--- config.mk ---
export PLATFORM = sky130hd
export DESIGN_NAME = ir_remote_pulse_decoder_unit_flat
export DESIGN_NICKNAME = d
export VERILOG_FILES = /design/src/sv/irpd_pkg.sv /design/src/sv/irpd_if.sv /design/src/sv/irpd_step.sv /design/src/sv/ir_remote_pulse_decoder_unit.sv /design/src/flat_wrapper.sv
export SDC_FILE = /design/constraint.sdc
export NUM_CORES = 1
export LEC_CHECK = 0
export BUFFER_PORTS_ARGS = -buffer_cell sky130_fd_sc_hd__buf_2
export CELL_PAD_IN_SITES_DETAIL_PLACEMENT = 0
export CELL_PAD_IN_SITES_GLOBAL_PLACEMENT = 1
export CORE_ASPECT_RATIO = 0.6
export CORE_UTILIZATION = 49
export CTS_BUF_LIST = sky130_fd_sc_hd__clkbuf_8 sky130_fd_sc_hd__clkbuf_16
export DETAILED_ROUTE_END_ITERATION = 10
export GPL_ROUTABILITY_DRIVEN = 0
export GPL_TIMING_DRIVEN = 0
export MAX_ROUTING_LAYER = met4
export PLACE_DENSITY = 0.92
export SLEW_MARGIN = 10
export SYNTH_ARGS = -nofsm -noshare
export SYNTH_HDL_FRONTEND = slang
export SYNTH_SLANG_ARGS = --single-unit
--- constraint.sdc ---
create_clock -name clk -period 4.2 [get_ports clk]
set_input_delay 1.05 -clock clk [delete_from_list [all_inputs] [get_ports clk]]
set_output_delay 1.05 -clock clk [all_outputs]
set_load 0.03 [all_outputs]
--- src/sv/irpd_pkg.sv ---
`timescale 1ns / 1ps
// ----------------------------------------------------------------------------
// irpd_pkg
// Shared types and constants for the remote-control pulse decoder: phase
// codes, timing windows and frame checks.
// ----------------------------------------------------------------------------
package irpd_pkg;

  localparam int unsigned PhaseW = 3;
  localparam int unsigned CountW = 6;
  localparam int unsigned TimeW  = 16;
  localparam int unsigned FrameW = 32;
  localparam int unsigned ByteW  = 8;

  // Phase codes
  localparam logic [PhaseW-1:0] PH_IDLE      = 3'd0;
  localparam logic [PhaseW-1:0] PH_HDR_PULSE = 3'd1;
  localparam logic [PhaseW-1:0] PH_HDR_SPACE = 3'd2;
  localparam logic [PhaseW-1:0] PH_BIT_PULSE = 3'd3;
  localparam logic [PhaseW-1:0] PH_BIT_SPACE = 3'd4;

  localparam logic [CountW-1:0] FRAME_BITS = 6'd32;

  localparam logic [ByteW-1:0] CUSTOM_RESET = 8'ha8;

  // Timing windows in microseconds, both bounds inclusive
  localparam logic [TimeW-1:0] HDR_PULSE_MIN = 16'd5800;
  localparam logic [TimeW-1:0] HDR_PULSE_MAX = 16'd11199;
  localparam logic [TimeW-1:0] HDR_SPACE_MIN = 16'd3400;
  localparam logic [TimeW-1:0] HDR_SPACE_MAX = 16'd6199;
  localparam logic [TimeW-1:0] BIT_PULSE_MIN = 16'd380;
  localparam logic [TimeW-1:0] BIT_PULSE_MAX = 16'd1069;
  localparam logic [TimeW-1:0] ONE_SPACE_MIN = 16'd1260;
  localparam logic [TimeW-1:0] ONE_SPACE_MAX = 16'd4719;
  localparam logic [TimeW-1:0] ZERO_SPACE_MIN = 16'd300;
  localparam logic [TimeW-1:0] ZERO_SPACE_MAX = 16'd1064;

  typedef struct packed {
    logic              last_level;
    logic [PhaseW-1:0] phase;
    logic [FrameW-1:0] frame_shift;
    logic [CountW-1:0] bit_count;
  } dec_state_t;

  typedef struct packed {
    logic             code_valid;
    logic [ByteW-1:0] code_byte;
  } dec_result_t;

endpackage

--- src/sv/irpd_if.sv ---
`timescale 1ns / 1ps
// ----------------------------------------------------------------------------
// irpd_edge_if / irpd_code_if
// Valid/ready channels for line edges in and decoded codes out.
// ----------------------------------------------------------------------------
interface irpd_edge_if;
  logic                            valid;
  logic                            ready;
  logic                            level;
  logic [irpd_pkg::TimeW-1:0]      elapsed_us;

  modport source (output valid, output level, output elapsed_us, input ready);
  modport sink   (input valid, input level, input elapsed_us, output ready);
endinterface

interface irpd_code_if;
  logic                            valid;
  logic                            ready;
  logic                            code_valid;
  logic [irpd_pkg::ByteW-1:0]      code_byte;

  modport source (output valid, output code_valid, output code_byte, input ready);
  modport sink   (input valid, input code_valid, input code_byte, output ready);
endinterface

--- src/sv/irpd_step.sv ---
`timescale 1ns / 1ps
// ----------------------------------------------------------------------------
// irpd_step
// Next-state and result logic for one line edge: window checks, bit
// gathering and the frame check on the last bit.
// ----------------------------------------------------------------------------
module irpd_step (
  input  irpd_pkg::dec_state_t             cur,
  input  logic                             level,
  input  logic [irpd_pkg::TimeW-1:0]       elapsed_us,
  input  logic [irpd_pkg::ByteW-1:0]       expected_custom,
  output irpd_pkg::dec_state_t             nxt,
  output irpd_pkg::dec_result_t            res
);

  logic                              in_hdr_pulse;
  logic                              in_hdr_space;
  logic                              in_bit_pulse;
  logic                              is_one;
  logic                              is_zero;
  logic [irpd_pkg::CountW-1:0]       cnt_inc;
  logic [irpd_pkg::FrameW-1:0]       shift_new;
  logic                              frame_ok;

  assign in_hdr_pulse = elapsed_us inside {[irpd_pkg::HDR_PULSE_MIN:irpd_pkg::HDR_PULSE_MAX]};
  assign in_hdr_space = elapsed_us inside {[irpd_pkg::HDR_SPACE_MIN:irpd_pkg::HDR_SPACE_MAX]};
  assign in_bit_pulse = elapsed_us inside {[irpd_pkg::BIT_PULSE_MIN:irpd_pkg::BIT_PULSE_MAX]};
  assign is_one       = elapsed_us inside {[irpd_pkg::ONE_SPACE_MIN:irpd_pkg::ONE_SPACE_MAX]};
  assign is_zero      = elapsed_us inside {[irpd_pkg::ZERO_SPACE_MIN:irpd_pkg::ZERO_SPACE_MAX]};

  assign cnt_inc   = cur.bit_count + 6'd1;
  // Bits land LSB first
  assign shift_new = is_one ? (cur.frame_shift | (32'd1 << cur.bit_count[4:0]))
                            : cur.frame_shift;

  assign frame_ok = (shift_new[7:0] == ~shift_new[15:8]) &&
                    (shift_new[7:0] == expected_custom) &&
                    (shift_new[23:16] == ~shift_new[31:24]);

  always_comb begin
    nxt            = cur;
    res.code_valid = 1'b0;
    res.code_byte  = '0;
    if (level != cur.last_level) begin
      nxt.last_level = level;
      case (cur.phase)
        irpd_pkg::PH_HDR_PULSE: begin
          nxt.phase = in_hdr_pulse ? irpd_pkg::PH_HDR_SPACE : irpd_pkg::PH_IDLE;
        end
        irpd_pkg::PH_HDR_SPACE: begin
          nxt.phase = in_hdr_space ? irpd_pkg::PH_BIT_PULSE : irpd_pkg::PH_IDLE;
        end
        irpd_pkg::PH_BIT_PULSE: begin
          nxt.phase = in_bit_pulse ? irpd_pkg::PH_BIT_SPACE : irpd_pkg::PH_IDLE;
        end
        irpd_pkg::PH_BIT_SPACE: begin
          if (is_one || is_zero) begin
            nxt.frame_shift = shift_new;
            nxt.bit_count   = cnt_inc;
            if (cnt_inc == irpd_pkg::FRAME_BITS) begin
              nxt.phase = irpd_pkg::PH_IDLE;
              if (frame_ok) begin
                res.code_valid = 1'b1;
                res.code_byte  = shift_new[23:16];
              end
            end else begin
              nxt.phase = irpd_pkg::PH_BIT_PULSE;
            end
          end else begin
            nxt.phase = irpd_pkg::PH_IDLE;
          end
        end
        default: begin
          // Idle and the unused codes: a rising edge opens a frame
          nxt.phase = irpd_pkg::PH_IDLE;
          if (level) begin
            nxt.frame_shift = '0;
            nxt.bit_count   = '0;
            nxt.phase       = irpd_pkg::PH_HDR_PULSE;
          end
        end
      endcase
    end
  end

endmodule

--- src/sv/ir_remote_pulse_decoder_unit.sv ---
`timescale 1ns / 1ps
// ----------------------------------------------------------------------------
// ir_remote_pulse_decoder_unit
// Decodes a pulse-width coded remote-control line from a stream of edge
// transfers (new level, microseconds since the previous edge) into command
// bytes. Every edge gives exactly one result transfer: code_valid is 1 with
// the command byte when that edge completed a 32-bit frame whose custom byte
// matches cfg and whose check bytes are the complements, otherwise both
// fields are 0. The block takes one edge per clock while the result side
// accepts; a taken edge passes through the input register and then the
// result register; the decode state updates as the edge moves into the
// result register. Backpressure on the result side stalls both stages.
// The expected custom byte resets to 0xa8. The user must write it through
// cfg_we/cfg_wdata only while no edge is in flight; it is not enforced.
// ----------------------------------------------------------------------------
module ir_remote_pulse_decoder_unit (
  input  logic                         clk,
  input  logic                         rst_n,
  irpd_edge_if.sink                    in_ch,
  irpd_code_if.source                  out_ch,
  input  logic                         cfg_we,
  input  logic [irpd_pkg::ByteW-1:0]   cfg_wdata
);

  logic [irpd_pkg::ByteW-1:0]   expected_custom_r;

  logic                         s1_valid_r;
  logic                         s1_level_r;
  logic [irpd_pkg::TimeW-1:0]   s1_elapsed_r;

  irpd_pkg::dec_state_t         st_r;
  irpd_pkg::dec_state_t         st_nxt;
  irpd_pkg::dec_result_t        res_nxt;

  logic                         out_valid_r;
  irpd_pkg::dec_result_t        out_res_r;

  logic                         s1_adv;
  logic                         in_xfer;

  assign s1_adv       = s1_valid_r && (!out_valid_r || out_ch.ready);
  assign in_ch.ready  = !s1_valid_r || s1_adv;
  assign in_xfer      = in_ch.valid && in_ch.ready;

  irpd_step u_step (
    .cur             (st_r),
    .level           (s1_level_r),
    .elapsed_us      (s1_elapsed_r),
    .expected_custom (expected_custom_r),
    .nxt             (st_nxt),
    .res             (res_nxt)
  );

  always_ff @(posedge clk) begin
    if (!rst_n) begin
      expected_custom_r <= irpd_pkg::CUSTOM_RESET;
    end else if (cfg_we) begin
      expected_custom_r <= cfg_wdata;
    end
  end

  // Input register
  always_ff @(posedge clk) begin
    if (!rst_n) begin
      s1_valid_r <= 1'b0;
    end else if (in_ch.ready) begin
      s1_valid_r <= in_ch.valid;
    end
  end

  always_ff @(posedge clk) begin
    if (in_xfer) begin
      s1_level_r   <= in_ch.level;
      s1_elapsed_r <= in_ch.elapsed_us;
    end
  end

  // Decode state advances only as an edge moves into the result register
  always_ff @(posedge clk) begin
    if (!rst_n) begin
      st_r.last_level  <= 1'b0;
      st_r.phase       <= irpd_pkg::PH_IDLE;
      st_r.frame_shift <= '0;
      st_r.bit_count   <= '0;
    end else if (s1_adv) begin
      st_r <= st_nxt;
    end
  end

  // Result register
  always_ff @(posedge clk) begin
    if (!rst_n) begin
      out_valid_r <= 1'b0;
    end else if (s1_adv) begin
      out_valid_r <= 1'b1;
    end else if (out_ch.ready) begin
      out_valid_r <= 1'b0;
    end
  end

  always_ff @(posedge clk) begin
    if (s1_adv) begin
      out_res_r <= res_nxt;
    end
  end

  assign out_ch.valid      = out_valid_r;
  assign out_ch.code_valid = out_res_r.code_valid;
  assign out_ch.code_byte  = out_res_r.code_byte;

  // A completed frame always leaves the decoder idle
  a_idle_after_code: assert property (@(posedge clk) disable iff (!rst_n)
    (s1_adv && res_nxt.code_valid) |=> (st_r.phase == irpd_pkg::PH_IDLE))
    else $error("decoder not idle after a completed frame");

  // The bit counter never runs past one frame
  a_count_bound: assert property (@(posedge clk) disable iff (!rst_n)
    (st_r.bit_count <= irpd_pkg::FRAME_BITS))
    else $error("bit counter beyond frame length");

  // An empty result register never holds back the input side
  a_no_false_stall: assert property (@(posedge clk) disable iff (!rst_n)
    !out_valid_r |-> in_ch.ready)
    else $error("input stalled with empty result register");

  // A result that is not a code carries a zero byte
  a_zero_byte: assert property (@(posedge clk) disable iff (!rst_n)
    (out_valid_r && !out_res_r.code_valid) |-> (out_res_r.code_byte == '0))
    else $error("non-code result with non-zero byte");

endmodule
--- src/flat_wrapper.sv ---
// flat-port wrapper written by rule: the top's interface ports become plain ports
module ir_remote_pulse_decoder_unit_flat 
  (clk, rst_n, cfg_we, cfg_wdata, in_ch_valid, in_ch_level, in_ch_elapsed_us, in_ch_ready, out_ch_valid, out_ch_code_valid, out_ch_code_byte, out_ch_ready);
  irpd_edge_if in_ch_i ();
  irpd_code_if out_ch_i ();
  input  logic clk;
  input  logic rst_n;
  input  logic cfg_we;
  input  logic [irpd_pkg::ByteW-1:0] cfg_wdata;
  input wire logic [$bits(in_ch_i.valid)-1:0] in_ch_valid;
  input wire logic [$bits(in_ch_i.level)-1:0] in_ch_level;
  input wire logic [$bits(in_ch_i.elapsed_us)-1:0] in_ch_elapsed_us;
  output wire logic [$bits(in_ch_i.ready)-1:0] in_ch_ready;
  output wire logic [$bits(out_ch_i.valid)-1:0] out_ch_valid;
  output wire logic [$bits(out_ch_i.code_valid)-1:0] out_ch_code_valid;
  output wire logic [$bits(out_ch_i.code_byte)-1:0] out_ch_code_byte;
  input wire logic [$bits(out_ch_i.ready)-1:0] out_ch_ready;
  assign in_ch_i.valid = in_ch_valid;
  assign in_ch_i.level = in_ch_level;
  assign in_ch_i.elapsed_us = in_ch_elapsed_us;
  assign in_ch_ready = in_ch_i.ready;
  assign out_ch_valid = out_ch_i.valid;
  assign out_ch_code_valid = out_ch_i.code_valid;
  assign out_ch_code_byte = out_ch_i.code_byte;
  assign out_ch_i.ready = out_ch_ready;
  ir_remote_pulse_decoder_unit u_core (.clk(clk), .rst_n(rst_n), .in_ch(in_ch_i), .out_ch(out_ch_i), .cfg_we(cfg_we), .cfg_wdata(cfg_wdata));
endmodule
# After elaboration in Yosys (flattened, before gate mapping)
# Index checks and enable logic that the tools add are counted.
[classes]
n_reduce_logical = 21
eq_ne = 10
order_cmp = 10
n_mux = 13
n_shift = 1
bitwise = 4
add_sub_neg = 1
[ops]
columns = ["op", "count"]
rows = [
  ["case mux 38 bit (2 select lines)", 1],
  ["2-to-1 mux 39 bit", 1],
  ["2-to-1 mux 38 bit", 1],
  [">= comparator 16 x 9 -> 1 bit (second input constant)", 2],
  ["less-or-equal comparator 16 x 11 -> 1 bit (second input constant)", 2],
  ["less-or-equal comparator 16 x 13 -> 1 bit (second input constant)", 2],
  ["2-to-1 mux 32 bit", 1],
  ["OR 32 bit", 1],
  ["left shift 1 x 5 -> 32 bit (first input constant)", 1],
  ["equality test 8 bit", 3],
  [">= comparator 16 x 11 -> 1 bit (second input constant)", 1],
  [">= comparator 16 x 12 -> 1 bit (second input constant)", 1],
  [">= comparator 16 x 13 -> 1 bit (second input constant)", 1],
  ["less-or-equal comparator 16 x 14 -> 1 bit (second input constant)", 1],
  ["NOT 8 bit", 2],
  ["case mux 3 bit (4 select lines)", 1],
  ["AND reduction 5 bit", 2],
  ["logical AND 1 bit", 9],
  ["2-to-1 mux 9 bit", 1],
  ["2-to-1 mux 2 bit", 4],
  ["adder 6 x 1 -> 6 bit (second input constant)", 1],
  ["equality test 3 x 2 -> 1 bit (second input constant)", 2],
  ["equality test 6 bit (second input constant)", 1],
  ["AND reduction 4 bit", 1],
  ["12 further kinds", 17],
]
[totals]
register_bits = 78
input_bits = 30
out_inout_bits = 11

# Logic depth before layout (Yosys ltp)
[depth]
word_depth = 8
ltp_mapped = 10
ltp_nobuf = 9

# Hierarchy
# A second synthesis with hierarchy kept.
[unflattened]
hier_cells = 618
hier_area_um2 = 4991.0
[modules_own_cells]
columns = ["mod", "seq_area_each_um2", "area_per_inst_um2", "cells_per_inst", "instances"]
rows = [
  ["ir_remote_pulse_decoder_unit", 1821.7, 2839.0, 243, 1],
  ["irpd_step", 0.0, 2152.1, 375, 1],
]

# Worst setup path before layout
# No wires, ideal clock.
[synth_path]
kind = "flip-flop to flip-flop"
startpoint = "register u_core.st_r[2] (netlist name)"
endpoint = "register u_core.out_res_r, in the netlist u_core.out_ch.code_byte[0], data pin"
t_required_ps = 4024
slack_ps = 1500
t_arrival_ps = 2524
synth_period_minus_slack_ps = 2700
stages_incl_launch_ff = 11
path_cell_list = "dfxtp_1 clkbuf_1 clkinv_1 ha_1 a22o_1 a222oi_1 and4_1 mux2i_1 nor4_2 nand4_2 nor4_1"
[synth_via]
elab_chain_len = 8
word_cells_on_any_way = 13
classes_between = "add/sub: 1; eq/ne: 4; shift: 1; mux: 1; bitwise: 3; reduce/logical: 3"
[synth_lines]
columns = ["item", "line_no", "source"]
rows = [
  ["from (decl)", "ir_remote_pulse_decoder_unit.sv:31", "irpd_pkg::dec_state_t st_r;"],
  ["from (signal assigned)", "ir_remote_pulse_decoder_unit.sv:86", "st_r <= st_nxt;"],
  ["branches (longest 8 deep; another with adder 6 x 1 -> 6 bit)", "n/a", ""],
  ["to (signal assigned)", "ir_remote_pulse_decoder_unit.sv:103", "out_res_r <= res_nxt;"],
  ["to (decl)", "ir_remote_pulse_decoder_unit.sv:36", "irpd_pkg::dec_result_t out_res_r;"],
]
# Parallel ways; which one is timed is not known.
# A chain may end at the register's enable or synchronous reset.

# Worst setup path in the final report
[layout_path]
startpoint = "register u_core.st_r[2] (netlist name)"
endpoint = "register u_core.out_res_r, in the netlist u_core.out_ch.code_byte[3], data pin"
# Same word-level chain as after synthesis.

==> metrics.cfg <==
[clock_network]
cts_setup_buffers = 0
post_cts_resized = 0
cts_tree = done
numCtsBuffers = 9
insertion_delay_ps = 350
cts_sinks = 78
cts_max_level = 3
path_clk_slew_ps = 60
cts_root_buf = clkbuf_16
hold_buffers = 0
cts_buffer_depth = 2

[cells_and_area]
postLayoutCellArea_sq_um = 4850
seq_area_sq_um = 1820
n_fill_cell = 725
fin_nets = 562
area_delta_synth_final_pct = 13.7
drive_gt1_share_pct = 13.9
multi_input_area_sq_um = 2260
n_antenna_cell = 0
stdcell_count = 639

[sta]
worst_slew_pin_slew_ps = 1080
setup_viol_count_final = 0
hold_viol = 0
rsz0062_at_grt = no
fin_ws_ps = 757
max_slew_margin_pct = 27.7
drv_slew = 0
period_share_pct = 82.0
clock_skew_ps = 6.77
timing.fmax_mhz = 290
whs_ps = 497
fin_crit_ps = 3440
setup-tns-final_ps = 0

[setup_path]
path_class = reg -> reg
rr_worst_depth = 10
slowest_delay_ps = 420
r2r_start = u_core.st_r[2]
reg2reg_to = u_core.out_ch.code_byte[3]
crit_arrival_ps = 3600
path_cells = clkbuf_1 -> clkinv_1 -> ha_1 -> a22o_1 -> a222oi_1 -> and4_1 -> mux2i_1 -> nor4_2 -> nand4_2 -> nor4_1
critPathMaxFanout = 9
cp-end-kind = flip-flop
startpoint_type = flip-flop
required_ps = 4360
slowest_stage = ha_1
regToRegSetupSlack_ps = 760

[global_routing]
grt_pass1_wl_um = 19800
grt_max_degree = 18
antenna_found_initial = 0
globalRouteOverflowTotal = 0
grt_usage_pct = 30.5
grt_pass1_vias = 3771

[placement]
placed_area_sq_um = 4600
hpwl_um = 9220
dp_slack_ps = 655
port_buffers = 39
dp.cells = 623

[yosys]
synthTopCellsByCount = dfxtp_1 (52), nand2_1 (51), nor2_1 (38)
syn_area_per_cell_sq_um = 8.96
synth_edf_count = 26
ys_ff_latch = 78
synth_area_sq_um = 4270
synth_most_common_cell = dfxtp_1
syn_nets = 512
synth_cell_types = 68
post-synth-top-area-cell = dfxtp_1
synth_top_area_share_pct = 24.4
seq_area_frac_synth_pct = 42.7
ys_async_sr_fraction_pct = 0
ys_top_cells_by_area = dfxtp_1 (24%), edfxtp_1 (18%), nand2_1 (4.5%)
synthCells = 476
synth-main-ff-cell = dfxtp_1
yosysWarningCount = 0

[floorplan]
num_rows = 25
die_w_um = 122
floorplan.initialDensity_pct = 52.3
die_area_sq_um = 9100
pin_count = 41
die_h_um = 74.3
core_sq_um = 8160

[power]
pwr-share-seq_pct = 50.7
power.switching_mw = 0.388
power_density_nw_per_um2 = 333
clkPwrFrac_pct = 42.1
power_frac_comb_pct = 7.2
vdd.ir_drop.worst_mv = 0.179
internal-power_mw = 1.23
leakage_nw = 1.72
p_sw_share_pct = 24.0

[drt]
vias = 4089
drc = 0
routed_wl_um = 12400
first_pass_iters = 6
drtIter0Drc = 629
drt.antenna.violating_nets = 0
viasPerCell = 6.40
wire_per_inst_um = 19.4

[worst_hold_path]
whs_endpoint = u_core.st_r[31]
holdPathStages = 2
hold_path.startpoint = u_core.st_r[31]
hp-class = reg -> reg

[job]
drv_cap = 0

[run_status]
outcome = finished clean

metal layers:
metal	track usage [%]	wire (um)	part of all wire, %
met1	43.6	5830	47
met2	38.6	4630	37
met3	12.3	1760	14
met4	8.27	152	1.2
met5	-	0	0
area by class of cell:
type / count / share of cell area, %
clock buffer: 9 / 4.64
buffer: 28 / 2.58
timing repair buffer: 39 / 4.02
sequential: 78 / 37.6
inverter: 16 / 1.24
tap: 108 / 2.79
multi-input combinational: 354 / 46.6
clock inverter: 7 / 0.568
worst max path at each step:
| stage | start | endpoint | slack (ps) | depth (start not counted) |
|---|---|---|---|---|
| after floorplan | u_core.st_r[2] | u_core.out_ch.code_byte[0] | 1500 | 10 |
| after global placement | out_ch_ready | u_core.st_r[15] | 720 | 8 |
| after detailed placement | out_ch_ready | u_core.st_r[15] | 650 | 8 |
| after CTS | u_core.st_r[2] | u_core.out_ch.code_byte[4] | 840 | 10 |
| after global routing | u_core.st_r[2] | u_core.out_ch.code_byte[3] | 450 | 10 |
| final | u_core.st_r[2] | u_core.out_ch.code_byte[3] | 760 | 10 |
critical path: cells and delay by family, from the launching register on:
family	cells	cell delay (ps)
simple gates	4	1130
buf+inv	2	690
mux	1	90
compound gates	2	600
fa+ha+maj	1	420
flops	1	330
per-stage QoR:
stage	power, mW	utilization (%)
final	1.62	59.4
after global routing	1.67	59.4
after CTS	1.62	59.4
after detailed placement	0.948	56.3
after global placement	0.944	56.3
after floorplan	0.903	-
sequential cells by signal, indices dropped and copies added, names as in the netlist:
| signal | count |
|---|---|
| u_core.expected_custom_r | 8 |
| u_core.s1_valid_r | 1 |
| u_core.s1_level_r | 1 |
| u_core.out_ch.code_byte | 8 |
| u_core.out_ch.valid | 1 |
| u_core.st_r | 42 |
| u_core.s1_elapsed_r | 16 |
| u_core.out_ch.code_valid | 1 |
cell families (layout without fill, tap and decap cells):
family | Yosys count | count (layout) | share of synthesized area, %
and+or+nand+nor | 188 | 188 | 23.1
AOI/OAI and AO/OA | 140 | 140 | 23.4
DFF | 78 | 78 | 42.7
buffers and inverters | 44 | 99 | 4.34
muxes | 18 | 18 | 4.31
adders and majority gates | 6 | 6 | 1.76
xor gates and xnor gates | 2 | 2 | 0.411
power by group through the flow:
| stage | Clock [mW] | Combinational (mW) | Sequential [mW] |
|---|---|---|---|
| floorplan | 0 | 0.0635 | 0.840 |
| global placement | 0 | 0.112 | 0.833 |
| detailed placement | 0 | 0.114 | 0.834 |
| CTS | 0.690 | 0.115 | 0.819 |
| global route | 0.724 | 0.126 | 0.821 |
| finish | 0.680 | 0.117 | 0.819 |
placed cells by master (no fill, tap or decap), types with 10 or more instances in the layout:
master / count
nand2_1: 51
nor2_1: 38
a21oi_1: 22
a31oi_1: 17
clkbuf_1: 15
mux2i_1: 15
buf_2: 47
inv_1: 20
nor4_1: 13
nor2b_1: 19
nor3_1: 14
edfxtp_1: 26
o21ai_0: 28
dfxtp_1: 52
nand3_1: 10
nand2b_1: 10
(Power assumes the default switching activity.)
